### src/hw/rtl/cbag_pkg.sv
`default_nettype none

package cbag_pkg;

  // Access codes on the opcode port. Writes mirror the reads one to eight.
  localparam logic [4:0] OP_FETCH        = 5'd0;
  localparam logic [4:0] OP_LAST_READ    = 5'd8;
  localparam logic [4:0] OP_FIRST_WRITE  = 5'd9;
  localparam logic [4:0] OP_LAST_WRITE   = 5'd16;
  localparam logic [4:0] OP_WRITE_OFFSET = 5'd8;

  typedef enum logic [3:0] {
    KIND_FETCH,
    KIND_PULL,
    KIND_NPULL,
    KIND_ABS,
    KIND_LONG,
    KIND_DBANK,
    KIND_PBANK,
    KIND_DP,
    KIND_SR,
    KIND_NONE
  } kind_t;

  typedef struct packed {
    kind_t kind;
    logic  write;
  } access_t;

  typedef struct packed {
    access_t     access;
    logic [23:0] operand_address;
    logic [7:0]  write_value;
    logic [23:0] program_counter;
    logic [15:0] stack_pointer;
    logic [15:0] direct_page;
    logic [7:0]  data_bank;
    logic        emulation_flag;
  } item_t;

  typedef struct packed {
    logic [23:0] bus_address;
    logic        bus_write;
    logic [7:0]  bus_data;
    logic [23:0] next_program_counter;
    logic [15:0] next_stack_pointer;
  } result_t;

endpackage

`default_nettype wire

### src/hw/rtl/cbag_input_stage.sv
`default_nettype none

module cbag_input_stage (
  input  wire logic             clk,
  input  wire logic             rst,
  input  wire logic             accept,
  input  wire logic [4:0]       opcode,
  input  wire logic [23:0]      operand_address,
  input  wire logic [7:0]       write_value,
  input  wire logic [23:0]      program_counter,
  input  wire logic [15:0]      stack_pointer,
  input  wire logic [15:0]      direct_page,
  input  wire logic [7:0]       data_bank,
  input  wire logic             emulation_flag,
  output logic                  item_valid,
  output cbag_pkg::item_t       item
);

  cbag_pkg::access_t access_next;
  logic [4:0]        code;

  // Write codes fold onto the read kinds; anything past the last write is unused.
  always_comb begin
    access_next.write = 1'b0;
    code = opcode;
    if (opcode inside {[cbag_pkg::OP_FIRST_WRITE:cbag_pkg::OP_LAST_WRITE]}) begin
      access_next.write = 1'b1;
      code = opcode - cbag_pkg::OP_WRITE_OFFSET;
    end
    if (opcode inside {[cbag_pkg::OP_FETCH:cbag_pkg::OP_LAST_WRITE]}) begin
      access_next.kind = cbag_pkg::kind_t'(code[3:0]);
    end else begin
      access_next.kind = cbag_pkg::KIND_NONE;
    end
  end

  always_ff @(posedge clk) begin
    if (rst) begin
      item_valid <= 1'b0;
    end else begin
      item_valid <= accept;
    end
  end

  always_ff @(posedge clk) begin
    if (accept) begin
      item.access          <= access_next;
      item.operand_address <= operand_address;
      item.write_value     <= write_value;
      item.program_counter <= program_counter;
      item.stack_pointer   <= stack_pointer;
      item.direct_page     <= direct_page;
      item.data_bank       <= data_bank;
      item.emulation_flag  <= emulation_flag;
    end
  end

endmodule

`default_nettype wire

### src/hw/rtl/cbag_addr_unit.sv
`default_nettype none

module cbag_addr_unit (
  input  cbag_pkg::item_t   item,
  output cbag_pkg::result_t result
);

  logic        native;
  logic [15:0] sp_step;
  logic [7:0]  sp_low;
  logic [15:0] dp_sum;
  logic [15:0] sr_sum;
  logic [23:0] db_sum;
  logic [23:0] pc_inc;

  always_comb begin
    native = (item.access.kind == cbag_pkg::KIND_NPULL);
    // Pushes post-decrement and pulls pre-increment the stack pointer.
    if (item.access.write) begin
      sp_low  = item.stack_pointer[7:0] - 8'd1;
      sp_step = item.stack_pointer - 16'd1;
    end else begin
      sp_low  = item.stack_pointer[7:0] + 8'd1;
      sp_step = item.stack_pointer + 16'd1;
    end
    // In emulation mode the ordinary stack stays within its page.
    if (item.emulation_flag && !native) begin
      sp_step = {item.stack_pointer[15:8], sp_low};
    end
    dp_sum = item.direct_page + item.operand_address[15:0];
    sr_sum = item.stack_pointer + item.operand_address[15:0];
    db_sum = {item.data_bank, 16'h0000} + item.operand_address;
    pc_inc = item.program_counter + 24'd1;
  end

  always_comb begin
    result.bus_write            = item.access.write;
    result.bus_data             = item.access.write ? item.write_value : 8'h00;
    result.bus_address          = 24'h000000;
    result.next_program_counter = item.program_counter;
    result.next_stack_pointer   = item.stack_pointer;
    case (item.access.kind)
      cbag_pkg::KIND_FETCH: begin
        result.bus_address          = item.program_counter;
        result.next_program_counter = pc_inc;
      end
      cbag_pkg::KIND_PULL, cbag_pkg::KIND_NPULL: begin
        result.next_stack_pointer = sp_step;
        result.bus_address = item.access.write ? {8'h00, item.stack_pointer}
                                               : {8'h00, sp_step};
      end
      cbag_pkg::KIND_ABS: begin
        result.bus_address = {8'h00, item.operand_address[15:0]};
      end
      cbag_pkg::KIND_LONG: begin
        result.bus_address = item.operand_address;
      end
      cbag_pkg::KIND_DBANK: begin
        result.bus_address = db_sum;
      end
      cbag_pkg::KIND_PBANK: begin
        result.bus_address = {item.program_counter[23:16], item.operand_address[15:0]};
      end
      cbag_pkg::KIND_DP: begin
        // A page-aligned direct page wraps within its page in emulation mode.
        if (item.emulation_flag && item.direct_page[7:0] == 8'h00) begin
          result.bus_address = {8'h00, item.direct_page[15:8], dp_sum[7:0]};
        end else begin
          result.bus_address = {8'h00, dp_sum};
        end
      end
      cbag_pkg::KIND_SR: begin
        result.bus_address = {8'h00, sr_sum};
      end
      default: begin
        result.bus_address = 24'h000000;
      end
    endcase
  end

endmodule

`default_nettype wire

### src/hw/rtl/cpu_bus_address_generator.sv
// Each access passes through the input register, then the result register, and
// its result is strobed by done for exactly one cycle.
// Throughput: one access per cycle; busy is never raised.
// Reset: synchronous, active-high rst clears the stage valid bits and done.
// The receiver cannot stall, so no result is ever held back.
`default_nettype none

module cpu_bus_address_generator (
  input  wire logic        clk,
  input  wire logic        rst,
  input  wire logic        start,
  output logic             busy,
  input  wire logic [4:0]  opcode,
  input  wire logic [23:0] operand_address,
  input  wire logic [7:0]  write_value,
  input  wire logic [23:0] program_counter,
  input  wire logic [15:0] stack_pointer,
  input  wire logic [15:0] direct_page,
  input  wire logic [7:0]  data_bank,
  input  wire logic        emulation_flag,
  output logic             done,
  output logic [23:0]      bus_address,
  output logic             bus_write,
  output logic [7:0]       bus_data,
  output logic [23:0]      next_program_counter,
  output logic [15:0]      next_stack_pointer
);

  logic              accept;
  logic              item_valid;
  cbag_pkg::item_t   item;
  cbag_pkg::result_t result;

  assign busy   = 1'b0;
  assign accept = start && !busy;

  cbag_input_stage u_input_stage (
    .clk             (clk),
    .rst             (rst),
    .accept          (accept),
    .opcode          (opcode),
    .operand_address (operand_address),
    .write_value     (write_value),
    .program_counter (program_counter),
    .stack_pointer   (stack_pointer),
    .direct_page     (direct_page),
    .data_bank       (data_bank),
    .emulation_flag  (emulation_flag),
    .item_valid      (item_valid),
    .item            (item)
  );

  cbag_addr_unit u_addr_unit (
    .item   (item),
    .result (result)
  );

  always_ff @(posedge clk) begin
    if (rst) begin
      done <= 1'b0;
    end else begin
      done <= item_valid;
    end
  end

  always_ff @(posedge clk) begin
    if (item_valid) begin
      bus_address          <= result.bus_address;
      bus_write            <= result.bus_write;
      bus_data             <= result.bus_data;
      next_program_counter <= result.next_program_counter;
      next_stack_pointer   <= result.next_stack_pointer;
    end
  end

`ifndef SYNTH
  a_done_follows_stage: assert property (@(posedge clk) disable iff (rst)
    item_valid |=> done)
    else $error("stage beat did not produce a result");

  a_read_data_zero: assert property (@(posedge clk) disable iff (rst)
    (done && !bus_write) |-> (bus_data == 8'h00))
    else $error("read beat drives nonzero data");

  a_write_keeps_pc: assert property (@(posedge clk) disable iff (rst)
    (item_valid && item.access.write) |=>
      (next_program_counter == $past(item.program_counter)))
    else $error("write beat changed the program counter");

  a_emu_stack_page: assert property (@(posedge clk) disable iff (rst)
    (item_valid && item.emulation_flag && item.access.kind == cbag_pkg::KIND_PULL) |=>
      (next_stack_pointer[15:8] == $past(item.stack_pointer[15:8])))
    else $error("emulation stack left its page");
`endif

endmodule

`default_nettype wire
### config.mk
export PLATFORM = sky130hd
export DESIGN_NAME = cpu_bus_address_generator
export DESIGN_NICKNAME = d
export VERILOG_FILES = /design/src/hw/rtl/cbag_pkg.sv /design/src/hw/rtl/cbag_input_stage.sv /design/src/hw/rtl/cbag_addr_unit.sv /design/src/hw/rtl/cpu_bus_address_generator.sv
export SDC_FILE = /design/constraint.sdc
export NUM_CORES = 1
export LEC_CHECK = 0
export BUFFER_PORTS_ARGS = -buffer_cell sky130_fd_sc_hd__clkbuf_2
export CORE_MARGIN = 3
export CORE_UTILIZATION = 56
export CTS_CLUSTER_DIAMETER = 30
export DETAILED_ROUTE_END_ITERATION = 10
export HOLD_SLACK_MARGIN = 0.12
export PLACE_DENSITY = 0.81
export SLEW_MARGIN = 40
export SYNTH_ARGS = -nofsm -noshare
export SYNTH_HDL_FRONTEND = slang
export SYNTH_SLANG_ARGS = --single-unit
### constraint.sdc
create_clock -name clk -period 3.3 [get_ports clk]
set_input_delay 0.33 -clock clk [delete_from_list [all_inputs] [get_ports clk]]
set_output_delay 0.33 -clock clk [all_outputs]
set_load 0.05 [all_outputs]
==> reports/metrics.yaml <==
cts:
  numCtsBuffers: 17
  h-tree-depth: 4
  post_cts_buffers: 0
  cts_root_buf: "clkbuf_16"
  cts.sinks: 177
  clock_path_buffers: 2
  clock_latency_ns: 0.43
  path_clk_slew_ns: 0.08
  cts_tree: "yes"
run_status:
  status: "completed"
worst_setup_path:
  start_kind: "flip-flop"
  rr_startpoint: "u_input_stage.item[97]"
  critPathMaxFanout: 27
  worstRegToRegCells: 10
  setup.worst_path.end_class: "flip-flop"
  crit_type: "reg -> reg"
  r2r_slack_ns: 0.36
  cp.arrival_ns: 3.10
  cp-endpoint: "bus_address[12]"
  rr_endpoint: "bus_address[12]"
  cp.required_ns: 3.46
  crit_path_start: "u_input_stage.item[97]"
route:
  antenna_left: 0
  routed_wl_um: 25790
  drc_errors: 0
  via_count: 7670
  routedWlPerCell_um: 19.92
  first_pass_iters: 5
  viasPerCell: 5.923
  initialDrtViolationCount: 791
global_routing:
  grtUsageTotal_pct: 28.21
  grt_antenna_before_repair: 0
  grt_pass1_vias: 7425
  grt.overflow.total: 0
  grt_max_degree: 58
  grt_pass1_wl_um: 39500
floorplanning:
  start_util_pct: 58.40
  die-area_mm2: 0.01852
  die_h_um: 136.1
  row_count: 46
  fp.dieW_um: 136.1
  num_io_pins: 180
  core_area_mm2: 0.01623
cells_and_area:
  final_area_mm2: 0.01229
  stdcell_count: 1295
  syn_to_final_growth_pct: 29.66
  nets: 1228
  drive_above_1_share_pct: 23.35
  diodes: 0
timing:
  finalCritPeriodShare_pct: 89.14
  setup_tns_ns: 0
  skew_ns: 0.01294
  tightestPinTransition_ns: 0.7599
  slew_headroom_pct: 49.21
  finalHoldViolations: 0
  rsz0062_at_grt: "false"
  setup_violations: 0
  period_minus_slack_ns: 2.942
  fmax_mhz: 340.0
  report.final.slew_viol_count: 0
synth:
  yosysTopAreaCell: "edfxtp_1"
  synth_compound_area_share_pct: 14.31
  yosys_warnings: 0
  synthMuxAreaShare_pct: 1.914
  synthSimpleGateAreaFrac_pct: 12.21
  syn_inst: 773
  synth_top_family_by_area: "compound AO/OA/AOI/OAI gates"
  synth-edff-count: 175
  synth_top_area_share_pct: 55.45
  seq_area_frac_synth_pct: 55.87
  yosysUniqueCellTypes: 73
  synth_fp_nets: 935
  ys_ff_latch: 177
  synth_fa_ha_area_share_pct: 7.842
  synthTopCellsByCount: "175 x edfxtp_1, 53 x ha_1, 50 x nand2_1, 49 x nor2_1, 41 x o21ai_0"
  synthXorXnorAreaFrac_pct: 5.914
  avgSynthCellArea_um2: 12.26
  netlist_area_mm2: 0.009478
  synth_ff_type: "edfxtp_1"
  yosysMostFrequentCell: "edfxtp_1"
  synth-async-reset-ratio_pct: 0
  synth.area.top_cells: "edfxtp_1 55%, ha_1 7.0%, xor2_1 3.3%"
power:
  powerDensity_mw_per_mm2: 522.1
  p_leak_nw: 4.931
  ir_drop_mv: 0.3501
placement:
  place_area_mm2: 0.01073
  place_inst: 1165
  port-buffer-count: 178
  gp_congestion: 0.9738
  place_hpwl_um: 17390
job:
  max_cap_violations: 0
hold_path:
  hold_class: "in -> reg"
power breakdown:
group,internal [mW],switching [mW]
clock network,1.07,0.921
logic,0.602,0.974
registers,2.70,0.155
through the flow:
step | hold WS (ns) | total power, mW | utilization, % | worst slack, ns
after floorplan | 0.4016 | 3.901 | - | 0.3649
after global placement | 0.4964 | 4.291 | 65.78 | 0.4921
after detailed placement | 0.5086 | 4.323 | 66.09 | 0.4260
after CTS | 0.1799 | 6.378 | 75.71 | 0.4078
after global routing | 0.1948 | 6.674 | 75.72 | 0.1309
final | 0.1947 | 6.416 | 75.72 | 0.3584
worst max-delay path, stage by stage, from the launching register on:
cell and delay [ns]:
edfxtp_1 0.33, buf_4 0.27, inv_1 0.18, fa_1 0.43, nor2b_1 0.17, o31a_1 0.23
o2111ai_1 0.17, a31oi_1 0.24, xor2_1 0.15, a221oi_1 0.33, o221ai_1 0.17
layout by cell type, fill, tap and decap left out, types with 9 or more instances in the layout:
cell | netlist | routed
dlygate4sd3_1 | 0 | 98
edfxtp_1 | 175 | 175
buf_4 | 2 | 14
inv_1 | 25 | 25
clkbuf_2 | 0 | 177
nor2_1 | 49 | 49
a21o_1 | 10 | 10
nor2b_1 | 13 | 13
a21oi_1 | 36 | 36
mux2_2 | 9 | 9
a22oi_1 | 11 | 11
xor2_1 | 36 | 36
clkbuf_16 | 0 | 17
nor3_1 | 15 | 13
o21ai_0 | 41 | 41
and3_1 | 11 | 11
xnor2_1 | 28 | 28
ha_1 | 53 | 53
nand2b_1 | 9 | 9
and2_1 | 11 | 11
nand3_1 | 18 | 18
nand2_1 | 50 | 50
layer usage:
layer	routed length, um	vias up	track usage [%]
met3	2439	45	5.144
met1	10560	3596	38.80
met2	12180	440	45.71
met4	606	0	9.183
met5	0	-	0
li1	-	3589	-
worst min path at each step:
stage,from,end,slack (ns),cells after the start
after floorplan,rst,done,0.40,1
after global placement,rst,u_input_stage.item_valid,0.50,2
after detailed placement,write_value[5],u_input_stage.item[70],0.51,1
after CTS,opcode[0],u_input_stage.item[98],0.18,2
after global routing,opcode[0],u_input_stage.item[98],0.19,2
final,opcode[0],u_input_stage.item[98],0.19,2
kinds of logic after synthesis:
| logic type | Yosys count |
|---|---|
| XOR/XNOR | 64 |
| AO/OA/AOI/OAI | 195 |
| multiplexers | 17 |
| AND/OR/NAND/NOR | 219 |
| buffers and inverters | 43 |
| flip-flops | 177 |
| adder cells (fa/ha/maj) | 57 |
| other | 1 |
final cells by class:
type	count	area [um^2]
clock inverters	15	155.1
inverters	25	93.84
well taps	216	270.3
clock buffers	17	425.4
flip-flops and latches	177	5299
repair buffers	292	2032
multi-input cells	553	4014
fillers	1034	3941
sequential cells by signal, summed over array words and instances, names as in the netlist:
| name | cells |
|---|---|
| bus_address | 24 |
| bus_data | 8 |
| bus_write | 1 |
| done | 1 |
| next_program_counter | 24 |
| next_stack_pointer | 16 |
| u_input_stage.item | 102 |
| u_input_stage.item_valid | 1 |
repair_timing:
action                    CTS  global route
hold endpoints to repair   99             0
hold buffers               98             0
resized for setup           0             0
(Power assumes the default switching activity.)
